$ cat config.mk
export PLATFORM = sky130hd
export DESIGN_NAME = fixed_block_pool_allocator
export DESIGN_NICKNAME = d
export VERILOG_FILES = /design/src/fbpa_pkg.sv /design/src/fixed_block_pool_allocator.sv /design/src/fbpa_ram.sv
export SDC_FILE = /design/constraint.sdc
export NUM_CORES = 2
export LEC_CHECK = 0
export BUFFER_PORTS_ARGS = -buffer_cell sky130_fd_sc_hd__buf_2
export CELL_PAD_IN_SITES_DETAIL_PLACEMENT = 1
export CELL_PAD_IN_SITES_GLOBAL_PLACEMENT = 1
export CORE_MARGIN = 2
export CORE_UTILIZATION = 50
export CTS_BUF_LIST = sky130_fd_sc_hd__clkbuf_16
export DETAILED_ROUTE_END_ITERATION = 8
export GPL_ROUTABILITY_DRIVEN = 1
export PLACE_DENSITY_LB_ADDON = 0.1
export SYNTH_ARGS = -nofsm -noshare
export SYNTH_HDL_FRONTEND = slang
export SYNTH_SLANG_ARGS = --single-unit
$ cat constraint.sdc
create_clock -name i_clk -period 9.9 [get_ports i_clk]
set_input_delay 1.98 -clock i_clk [delete_from_list [all_inputs] [get_ports i_clk]]
set_output_delay 1.98 -clock i_clk [all_outputs]
set_load 0.1 [all_outputs]
$ cat src/fbpa_pkg.sv
// Package for the fixed block pool allocator: types, codes and constants.
`default_nettype none

package fbpa_pkg;

    // Sizes of the request and result fields
    localparam int INDEX_W     = 8;
    localparam int ADDR_W      = 32;
    localparam int OBJ_SIZE_W  = 13;
    localparam int LIMIT_W     = 9;
    localparam int REQ_SIZE_W  = 16;
    localparam int PRODUCT_W   = INDEX_W + OBJ_SIZE_W;

    // One link entry: end-of-list flag over the next index
    localparam int LINK_W      = INDEX_W + 1;

    // Largest index span the 8-bit index can reach
    localparam int INDEX_SPAN  = 1 << INDEX_W;

    // Default number of blocks in the pool
    localparam int POOL_BLOCKS_DEFAULT = 256;

    // Smallest block: one link must fit in a free block
    localparam logic [OBJ_SIZE_W-1:0] LINK_BYTES = OBJ_SIZE_W'(8);

    // Register reset values
    localparam logic [ADDR_W-1:0]     POOL_BASE_RESET   = '0;
    localparam logic [OBJ_SIZE_W-1:0] OBJECT_SIZE_RESET = OBJ_SIZE_W'(8);
    localparam logic [LIMIT_W-1:0]    BLOCK_LIMIT_RESET = LIMIT_W'(256);

    // Configuration register map
    localparam int APB_ADDR_W = 4;
    localparam logic [APB_ADDR_W-1:0] REG_POOL_BASE   = 4'h0;
    localparam logic [APB_ADDR_W-1:0] REG_OBJECT_SIZE = 4'h4;
    localparam logic [APB_ADDR_W-1:0] REG_BLOCK_LIMIT = 4'h8;

    typedef enum logic [0:0] {
        OP_ALLOC = 1'b0,
        OP_FREE  = 1'b1
    } t_opcode;

    typedef enum logic [1:0] {
        ST_OK        = 2'd0,
        ST_EXHAUSTED = 2'd1,
        ST_TOO_LARGE = 2'd2,
        ST_BAD_FREE  = 2'd3
    } t_status;

    typedef enum logic [0:0] {
        S_IDLE = 1'b0,
        S_LINK = 1'b1
    } t_state;

endpackage

`default_nettype wire

$ cat src/fixed_block_pool_allocator.sv
// Fixed-size block pool allocator: free list in a link RAM plus a bump index.
//
//  Channel  | Direction | Handshake                  | Payload
//  ---------+-----------+----------------------------+-------------------------------------
//  request  | in        | i_in_valid / o_in_stall    | opcode, request_size, free_index
//  result   | out       | o_out_valid / i_out_stall  | status, block_index, block_address
//  config   | in/out    | APB psel/penable/pready    | pool_base, object_size, block_limit
//
// A free, a bump allocation and every error leave the state in S_IDLE. A pop
// from the free list moves to S_LINK, which holds the request side: the
// registered link RAM read must return before the new list head is known.
// The result register parts the two sides: a request is taken while a
// result waits, as long as that result leaves in the same cycle.
// Reset is synchronous; the link RAM is not cleared (a free writes it first).
`default_nettype none

module fixed_block_pool_allocator #(
    parameter int POOL_BLOCKS = fbpa_pkg::POOL_BLOCKS_DEFAULT
) (
    input  wire logic                                i_clk,
    input  wire logic                                i_rst_n,

    // request channel
    input  wire logic                                i_in_valid,
    output logic                                     o_in_stall,
    input  wire logic                                i_opcode,
    input  wire logic [fbpa_pkg::REQ_SIZE_W-1:0]     i_request_size,
    input  wire logic [fbpa_pkg::INDEX_W-1:0]        i_free_index,

    // result channel
    output logic                                     o_out_valid,
    input  wire logic                                i_out_stall,
    output logic      [1:0]                          o_status,
    output logic      [fbpa_pkg::INDEX_W-1:0]        o_block_index,
    output logic      [fbpa_pkg::ADDR_W-1:0]         o_block_address,

    // configuration port
    input  wire logic                                psel,
    input  wire logic                                penable,
    input  wire logic                                pwrite,
    input  wire logic [fbpa_pkg::APB_ADDR_W-1:0]     paddr,
    input  wire logic [31:0]                         pwdata,
    output logic      [31:0]                         prdata,
    output logic                                     pready
);

    // Link RAM only needs the blocks an 8-bit index can name
    localparam int DEPTH = (POOL_BLOCKS < fbpa_pkg::INDEX_SPAN) ?
                           POOL_BLOCKS : fbpa_pkg::INDEX_SPAN;
    localparam int AW    = $clog2(DEPTH);
    localparam logic [fbpa_pkg::LIMIT_W-1:0] LimCap = fbpa_pkg::LIMIT_W'(DEPTH);

    // configuration registers
    logic [fbpa_pkg::ADDR_W-1:0]     r_pool_base;
    logic [fbpa_pkg::OBJ_SIZE_W-1:0] r_object_size;
    logic [fbpa_pkg::LIMIT_W-1:0]    r_block_limit;

    // allocator state
    fbpa_pkg::t_state                r_state, n_state;
    logic [fbpa_pkg::INDEX_W-1:0]    r_head, n_head;
    logic                            r_nonempty, n_nonempty;
    logic [fbpa_pkg::LIMIT_W-1:0]    r_bump, n_bump;

    // result register
    logic                            r_out_valid, n_out_valid;
    logic [1:0]                      r_status, n_status;
    logic [fbpa_pkg::INDEX_W-1:0]    r_index, n_index;
    logic [fbpa_pkg::ADDR_W-1:0]     r_address, n_address;

    // link RAM access
    logic                            ram_we, ram_re;
    logic [AW-1:0]                   ram_waddr, ram_raddr;
    logic [fbpa_pkg::LINK_W-1:0]     ram_wdata, ram_rdata;

    // datapath helpers
    logic                            accept, cfg_write;
    logic [fbpa_pkg::LIMIT_W-1:0]    eff_limit;
    logic [fbpa_pkg::OBJ_SIZE_W-1:0] block_size;
    logic                            too_large, head_ok, bump_ok, bad_free;
    logic [fbpa_pkg::INDEX_W-1:0]    grant_index;
    logic [fbpa_pkg::PRODUCT_W-1:0]  offset;

    assign pready    = 1'b1;
    assign cfg_write = psel && penable && pwrite && pready;

    // configuration writes
    always_ff @(posedge i_clk) begin
        if (!i_rst_n) begin
            r_pool_base   <= fbpa_pkg::POOL_BASE_RESET;
            r_object_size <= fbpa_pkg::OBJECT_SIZE_RESET;
            r_block_limit <= fbpa_pkg::BLOCK_LIMIT_RESET;
        end else if (cfg_write) begin
            unique case (paddr)
                fbpa_pkg::REG_POOL_BASE:   r_pool_base   <= pwdata;
                fbpa_pkg::REG_OBJECT_SIZE: r_object_size <= pwdata[fbpa_pkg::OBJ_SIZE_W-1:0];
                fbpa_pkg::REG_BLOCK_LIMIT: r_block_limit <= pwdata[fbpa_pkg::LIMIT_W-1:0];
                default: ;
            endcase
        end
    end

    // configuration reads
    always_comb begin
        unique case (paddr)
            fbpa_pkg::REG_POOL_BASE:   prdata = r_pool_base;
            fbpa_pkg::REG_OBJECT_SIZE: prdata = 32'(r_object_size);
            fbpa_pkg::REG_BLOCK_LIMIT: prdata = 32'(r_block_limit);
            default:                   prdata = '0;
        endcase
    end

    // handshake
    assign o_in_stall = !((r_state == fbpa_pkg::S_IDLE) && (!r_out_valid || !i_out_stall));
    assign accept     = i_in_valid && !o_in_stall;

    // limits and block geometry
    assign eff_limit  = (r_block_limit > LimCap) ? LimCap : r_block_limit;
    assign block_size = (r_object_size < fbpa_pkg::LINK_BYTES) ?
                        fbpa_pkg::LINK_BYTES : r_object_size;
    assign too_large  = i_request_size >
                        fbpa_pkg::REQ_SIZE_W'(r_object_size);
    assign head_ok    = fbpa_pkg::LIMIT_W'(r_head) < LimCap;
    assign bump_ok    = r_bump < eff_limit;
    assign bad_free   = fbpa_pkg::LIMIT_W'(i_free_index) >= eff_limit;

    // index handed out on a pop or a bump, and its byte offset
    assign grant_index = (r_nonempty && head_ok) ? r_head : r_bump[fbpa_pkg::INDEX_W-1:0];
    assign offset      = fbpa_pkg::PRODUCT_W'(grant_index) *
                         fbpa_pkg::PRODUCT_W'(block_size);

    // next state
    always_comb begin
        n_state = r_state;
        unique case (r_state)
            fbpa_pkg::S_IDLE: begin
                if (accept && (i_opcode == fbpa_pkg::OP_ALLOC) && !too_large &&
                    r_nonempty && head_ok) begin
                    n_state = fbpa_pkg::S_LINK;
                end
            end
            fbpa_pkg::S_LINK: begin
                n_state = fbpa_pkg::S_IDLE;
            end
            default: n_state = fbpa_pkg::S_IDLE;
        endcase
    end

    // request processing and list updates
    always_comb begin
        n_head      = r_head;
        n_nonempty  = r_nonempty;
        n_bump      = r_bump;
        n_out_valid = r_out_valid && i_out_stall;
        n_status    = r_status;
        n_index     = r_index;
        n_address   = r_address;
        ram_we      = 1'b0;
        ram_waddr   = i_free_index[AW-1:0];
        ram_wdata   = {!r_nonempty, r_head};
        ram_re      = 1'b0;
        ram_raddr   = r_head[AW-1:0];

        // popped block's link comes back from the RAM
        if (r_state == fbpa_pkg::S_LINK) begin
            n_head     = ram_rdata[fbpa_pkg::INDEX_W-1:0];
            n_nonempty = !ram_rdata[fbpa_pkg::INDEX_W];
        end

        if (accept) begin
            n_out_valid = 1'b1;
            n_status    = fbpa_pkg::ST_OK;
            n_index     = '0;
            n_address   = '0;
            if (i_opcode == fbpa_pkg::OP_ALLOC) begin
                if (too_large) begin
                    n_status = fbpa_pkg::ST_TOO_LARGE;
                end else if ((r_nonempty && head_ok) || bump_ok) begin
                    n_index   = grant_index;
                    n_address = r_pool_base + fbpa_pkg::ADDR_W'(offset);
                    if (r_nonempty && head_ok) begin
                        ram_re = 1'b1;
                    end else begin
                        n_bump = r_bump + 1'b1;
                    end
                end else begin
                    n_status = fbpa_pkg::ST_EXHAUSTED;
                end
            end else begin
                if (bad_free) begin
                    n_status = fbpa_pkg::ST_BAD_FREE;
                end else begin
                    // push: link the freed block in front of the old head
                    ram_we     = 1'b1;
                    n_head     = i_free_index;
                    n_nonempty = 1'b1;
                end
            end
        end
    end

    // control registers
    always_ff @(posedge i_clk) begin
        if (!i_rst_n) begin
            r_state     <= fbpa_pkg::S_IDLE;
            r_head      <= '0;
            r_nonempty  <= 1'b0;
            r_bump      <= '0;
            r_out_valid <= 1'b0;
        end else begin
            r_state     <= n_state;
            r_head      <= n_head;
            r_nonempty  <= n_nonempty;
            r_bump      <= n_bump;
            r_out_valid <= n_out_valid;
        end
    end

    // result payload
    always_ff @(posedge i_clk) begin
        r_status  <= n_status;
        r_index   <= n_index;
        r_address <= n_address;
    end

    assign o_out_valid     = r_out_valid;
    assign o_status        = r_status;
    assign o_block_index   = r_index;
    assign o_block_address = r_address;

    // link RAM: end flag and next index for each listed block
    fbpa_ram #(
        .WIDTH (fbpa_pkg::LINK_W),
        .DEPTH (DEPTH)
    ) u_link_ram (
        .i_clk   (i_clk),
        .i_we    (ram_we),
        .i_waddr (ram_waddr),
        .i_wdata (ram_wdata),
        .i_re    (ram_re),
        .i_raddr (ram_raddr),
        .o_rdata (ram_rdata)
    );

endmodule

`default_nettype wire

$ cat src/fbpa_ram.sv
// Generic single-write, single-read RAM with a registered read port.
`default_nettype none

module fbpa_ram #(
    parameter int WIDTH = 9,
    parameter int DEPTH = 256
) (
    input  wire logic                     i_clk,
    input  wire logic                     i_we,
    input  wire logic [$clog2(DEPTH)-1:0] i_waddr,
    input  wire logic [WIDTH-1:0]         i_wdata,
    input  wire logic                     i_re,
    input  wire logic [$clog2(DEPTH)-1:0] i_raddr,
    output logic      [WIDTH-1:0]         o_rdata
);

    logic [WIDTH-1:0] r_mem [DEPTH];

    // write port
    always_ff @(posedge i_clk) begin
        if (i_we) begin
            r_mem[i_waddr] <= i_wdata;
        end
    end

    // registered read port
    always_ff @(posedge i_clk) begin
        if (i_re) begin
            o_rdata <= r_mem[i_raddr];
        end
    end

endmodule

`default_nettype wire
==> flow_summary.toml <==
[worst_hold_path]
holdCritPathClass = "reg2reg"

[logic_synthesis]
avgSynthCellArea_sq_um = 20.0
synth-seq-area-share_pct = 73.2
synth.distinct_cells = 67
synth_edf_count = 2355
syn_nets = 5156
synth_area_sq_um = 98600
yosys.area.top_type = "edfxtp_1"
ys_ff_latch = 2429
ys_top_cells_by_area = "edfxtp_1, mux4_2, fa_1, nor2_1, dfxtp_1"
synth_top_area_share_pct = 71.7
syn_inst = 4927
async_flop_share_pct = 0
yosys_warnings = 0
synth_flop_cell = "edfxtp_1"

[clock_network]
hold_buffers = 0
clk_latency_ps = 890
path_clk_slew_ps = 70
cts_tree = "built"
cts_root_buffer = "clkbuf_16"
clock_sinks = 2429
ctsResizeCount = 0
postCtsSetupBuffers = 0
htreeDepth = 4
clk_path_buf_depth = 3
numCtsBuffers = 240

[power]
vdd_ir_drop_max_uv = 220
powerDensity_nw_per_um2 = 195
cellLeakagePower_nw = 33.2

[cells_and_area]
nFillCells = 17000
seqCellArea_sq_um = 72200
drive_above_1_share_pct = 24.2
stdcell_count = 7998
nets = 5375
syn_to_final_growth_pct = 11.4
fin_util_pct = 55.9
multi_input_area_sq_um = 24600

[critical_path]
cp_max_fo = 50
cp-end-kind = "flop"
worstSetupStartpointType = "flop"
path_class = "reg2reg"
critPathArrivalTime_ps = 7130
crit_required_ps = 10510

[placement]
hpwl_um = 155000
gp_congestion = 0.813
portBuffers = 143
place_inst = 7544

[timing]
tightest_slew_ps = 1230
period_minus_slack_ps = 6520
timing.fmax_ghz = 0.153
rsz0062_at_grt = "false"
finalCritPeriodShare_pct = 65.9
setup_violations = 0
finalSetupTns_ps = 0
drv_slew = 0
fin_skew_ps = 37.6
relSlewSlack_pct = 18.0
finalHoldViolCount = 0

[status]
status = "complete, no violations"

[floorplanning]
io_pins = 145
dieArea_sq_um = 201000
initial_core_util_pct = 50.2
coreArea_sq_um = 197000
die_w_um = 448
fp.dieH_um = 448
rows = 163

[routing]
drt_pass1_iterations = 6
via_count = 49000
drtIter0Drc = 5625
avgRoutedWirePerCell_um = 31.2
route.detailed.drc = 0
vias_per_cell = 6.13
ant_nets = 0
drt-total-wl_um = 249000

[global_routing]
grt_pass1_vias = 51100
grt_pass1_wl_um = 366000
grt-ovfl-total = 0
grt_max_degree = 198
grt_use_total_pct = 25.3
antenna_found_initial = 13

[flow_run]
maxCapViolCount = 0
## Yosys cell counts (54+ instances only)
library cell,number
fa_1,85
mux4_2,681
edfxtp_1,2355
buf_2,54
nor2_1,437
nand2_1,165
ha_1,76
mux2i_1,79
dfxtp_1,74
clkbuf_1,139
a21oi_1,77
inv_1,173
## through the flow
step	area, sq um	setup WS (ps)	power [mW]	hold slack, ps
6_report	110000	3380	21.4	479
5_1_grt	110000	2990	22.0	498
4_1_cts	110000	3380	21.6	482
3_5_place_dp	102000	3440	12.9	470
3_3_place_gp	102000	3420	12.9	462
2_1_floorplan	98600	53.3	12.4	445
## where the power goes
group	leakage [nW]	total [mW]	switching, mW	internal (mW)
combinational	8.67	1.28	0.837	0.442
clock	3.85	8.74	3.88	4.86
sequential	20.6	11.4	0.0427	11.3
## metal layers
metal  GRT usage, %  vias up  wire length, um
met5              0        -               33
met4           6.78        4             6310
met3           3.83      352            16300
met2           39.6     1686           119000
met1           37.6    26600           107000
li1               -    20400                -
## state kept, by name, indices dropped and copies added (netlist names), 9 cells and up
register,cells
u_link_ram.r_mem,2304
u_link_ram.o_rdata,9
r_pool_base,32
r_object_size,13
o_block_address,32
r_block_limit,9
r_bump,9
## critical path, cell delays in order, from the launching register on
cell	delay [ps]
dfxtp_4	890
mux2_2	500
nand2_1	110
fa_1	500
inv_1	50
fa_1	540
fa_1	560
inv_1	50
fa_1	470
inv_1	40
ha_1	320
nand2_1	130
a211oi_1	390
o211ai_1	190
and4_1	270
o31ai_1	710
nor3_1	100
or3_1	380
## kinds of logic (layout without fill, tap and decap cells)
family | after synthesis | count (layout) | share of synthesized area, %
AO/OA/AOI/OAI | 309 | 309 | 2.02
other | 1 | 5 | 0.00380
multiplexers | 761 | 761 | 16.4
AND/OR/NAND/NOR | 813 | 813 | 3.63
XOR/XNOR | 14 | 14 | 0.124
adder cells (fa/ha/maj) | 161 | 161 | 2.69
flip-flops | 2429 | 2429 | 73.2
buffers and inverters | 439 | 866 | 1.96
## layout by cell type (no fill, tap or decap), types with 21 or more instances in the layout
cell	Yosys	final
nand3_1	39	33
o22ai_1	36	36
edfxtp_1	2355	2355
mux4_2	681	681
nand2_1	165	156
nand2b_1	24	24
a22oi_1	42	42
buf_2	54	143
inv_1	173	217
clkinv_1	2	73
a31oi_1	21	21
clkbuf_16	0	244
and2_1	31	31
mux2i_1	79	79
a21oi_1	77	77
o21ai_0	50	49
nor2_1	437	436
clkinv_2	0	45
ha_1	76	76
nand4_1	26	26
fa_1	85	85
dfxtp_1	74	66
buf_4	36	92
## final cells by class
| class | count | share of cell area (%) |
|---|---|---|
| inverters | 175 | 0.608 |
| well taps | 2640 | 3.01 |
| repair buffers | 241 | 1.39 |
| clock inverters | 206 | 1.30 |
| flip-flops and latches | 2429 | 65.7 |
| multi-input cells | 2059 | 22.4 |
| clock buffers | 244 | 5.56 |
| diodes | 4 | 0.00911 |
## worst paths after layout
| kind | to | depth (start not counted) | slack [ps] | from |
|---|---|---|---|---|
| worst min register to register | r_pool_base[16] | 2 | 480 | r_pool_base[16] |
| worst max-delay path | o_block_address[23] | 17 | 3380 | r_head[1] |
| worst max register to register | o_block_address[23] | 17 | 3380 | r_head[1] |
| worst min-delay path | r_pool_base[16] | 2 | 480 | r_pool_base[16] |
(Power assumes the default switching activity.)
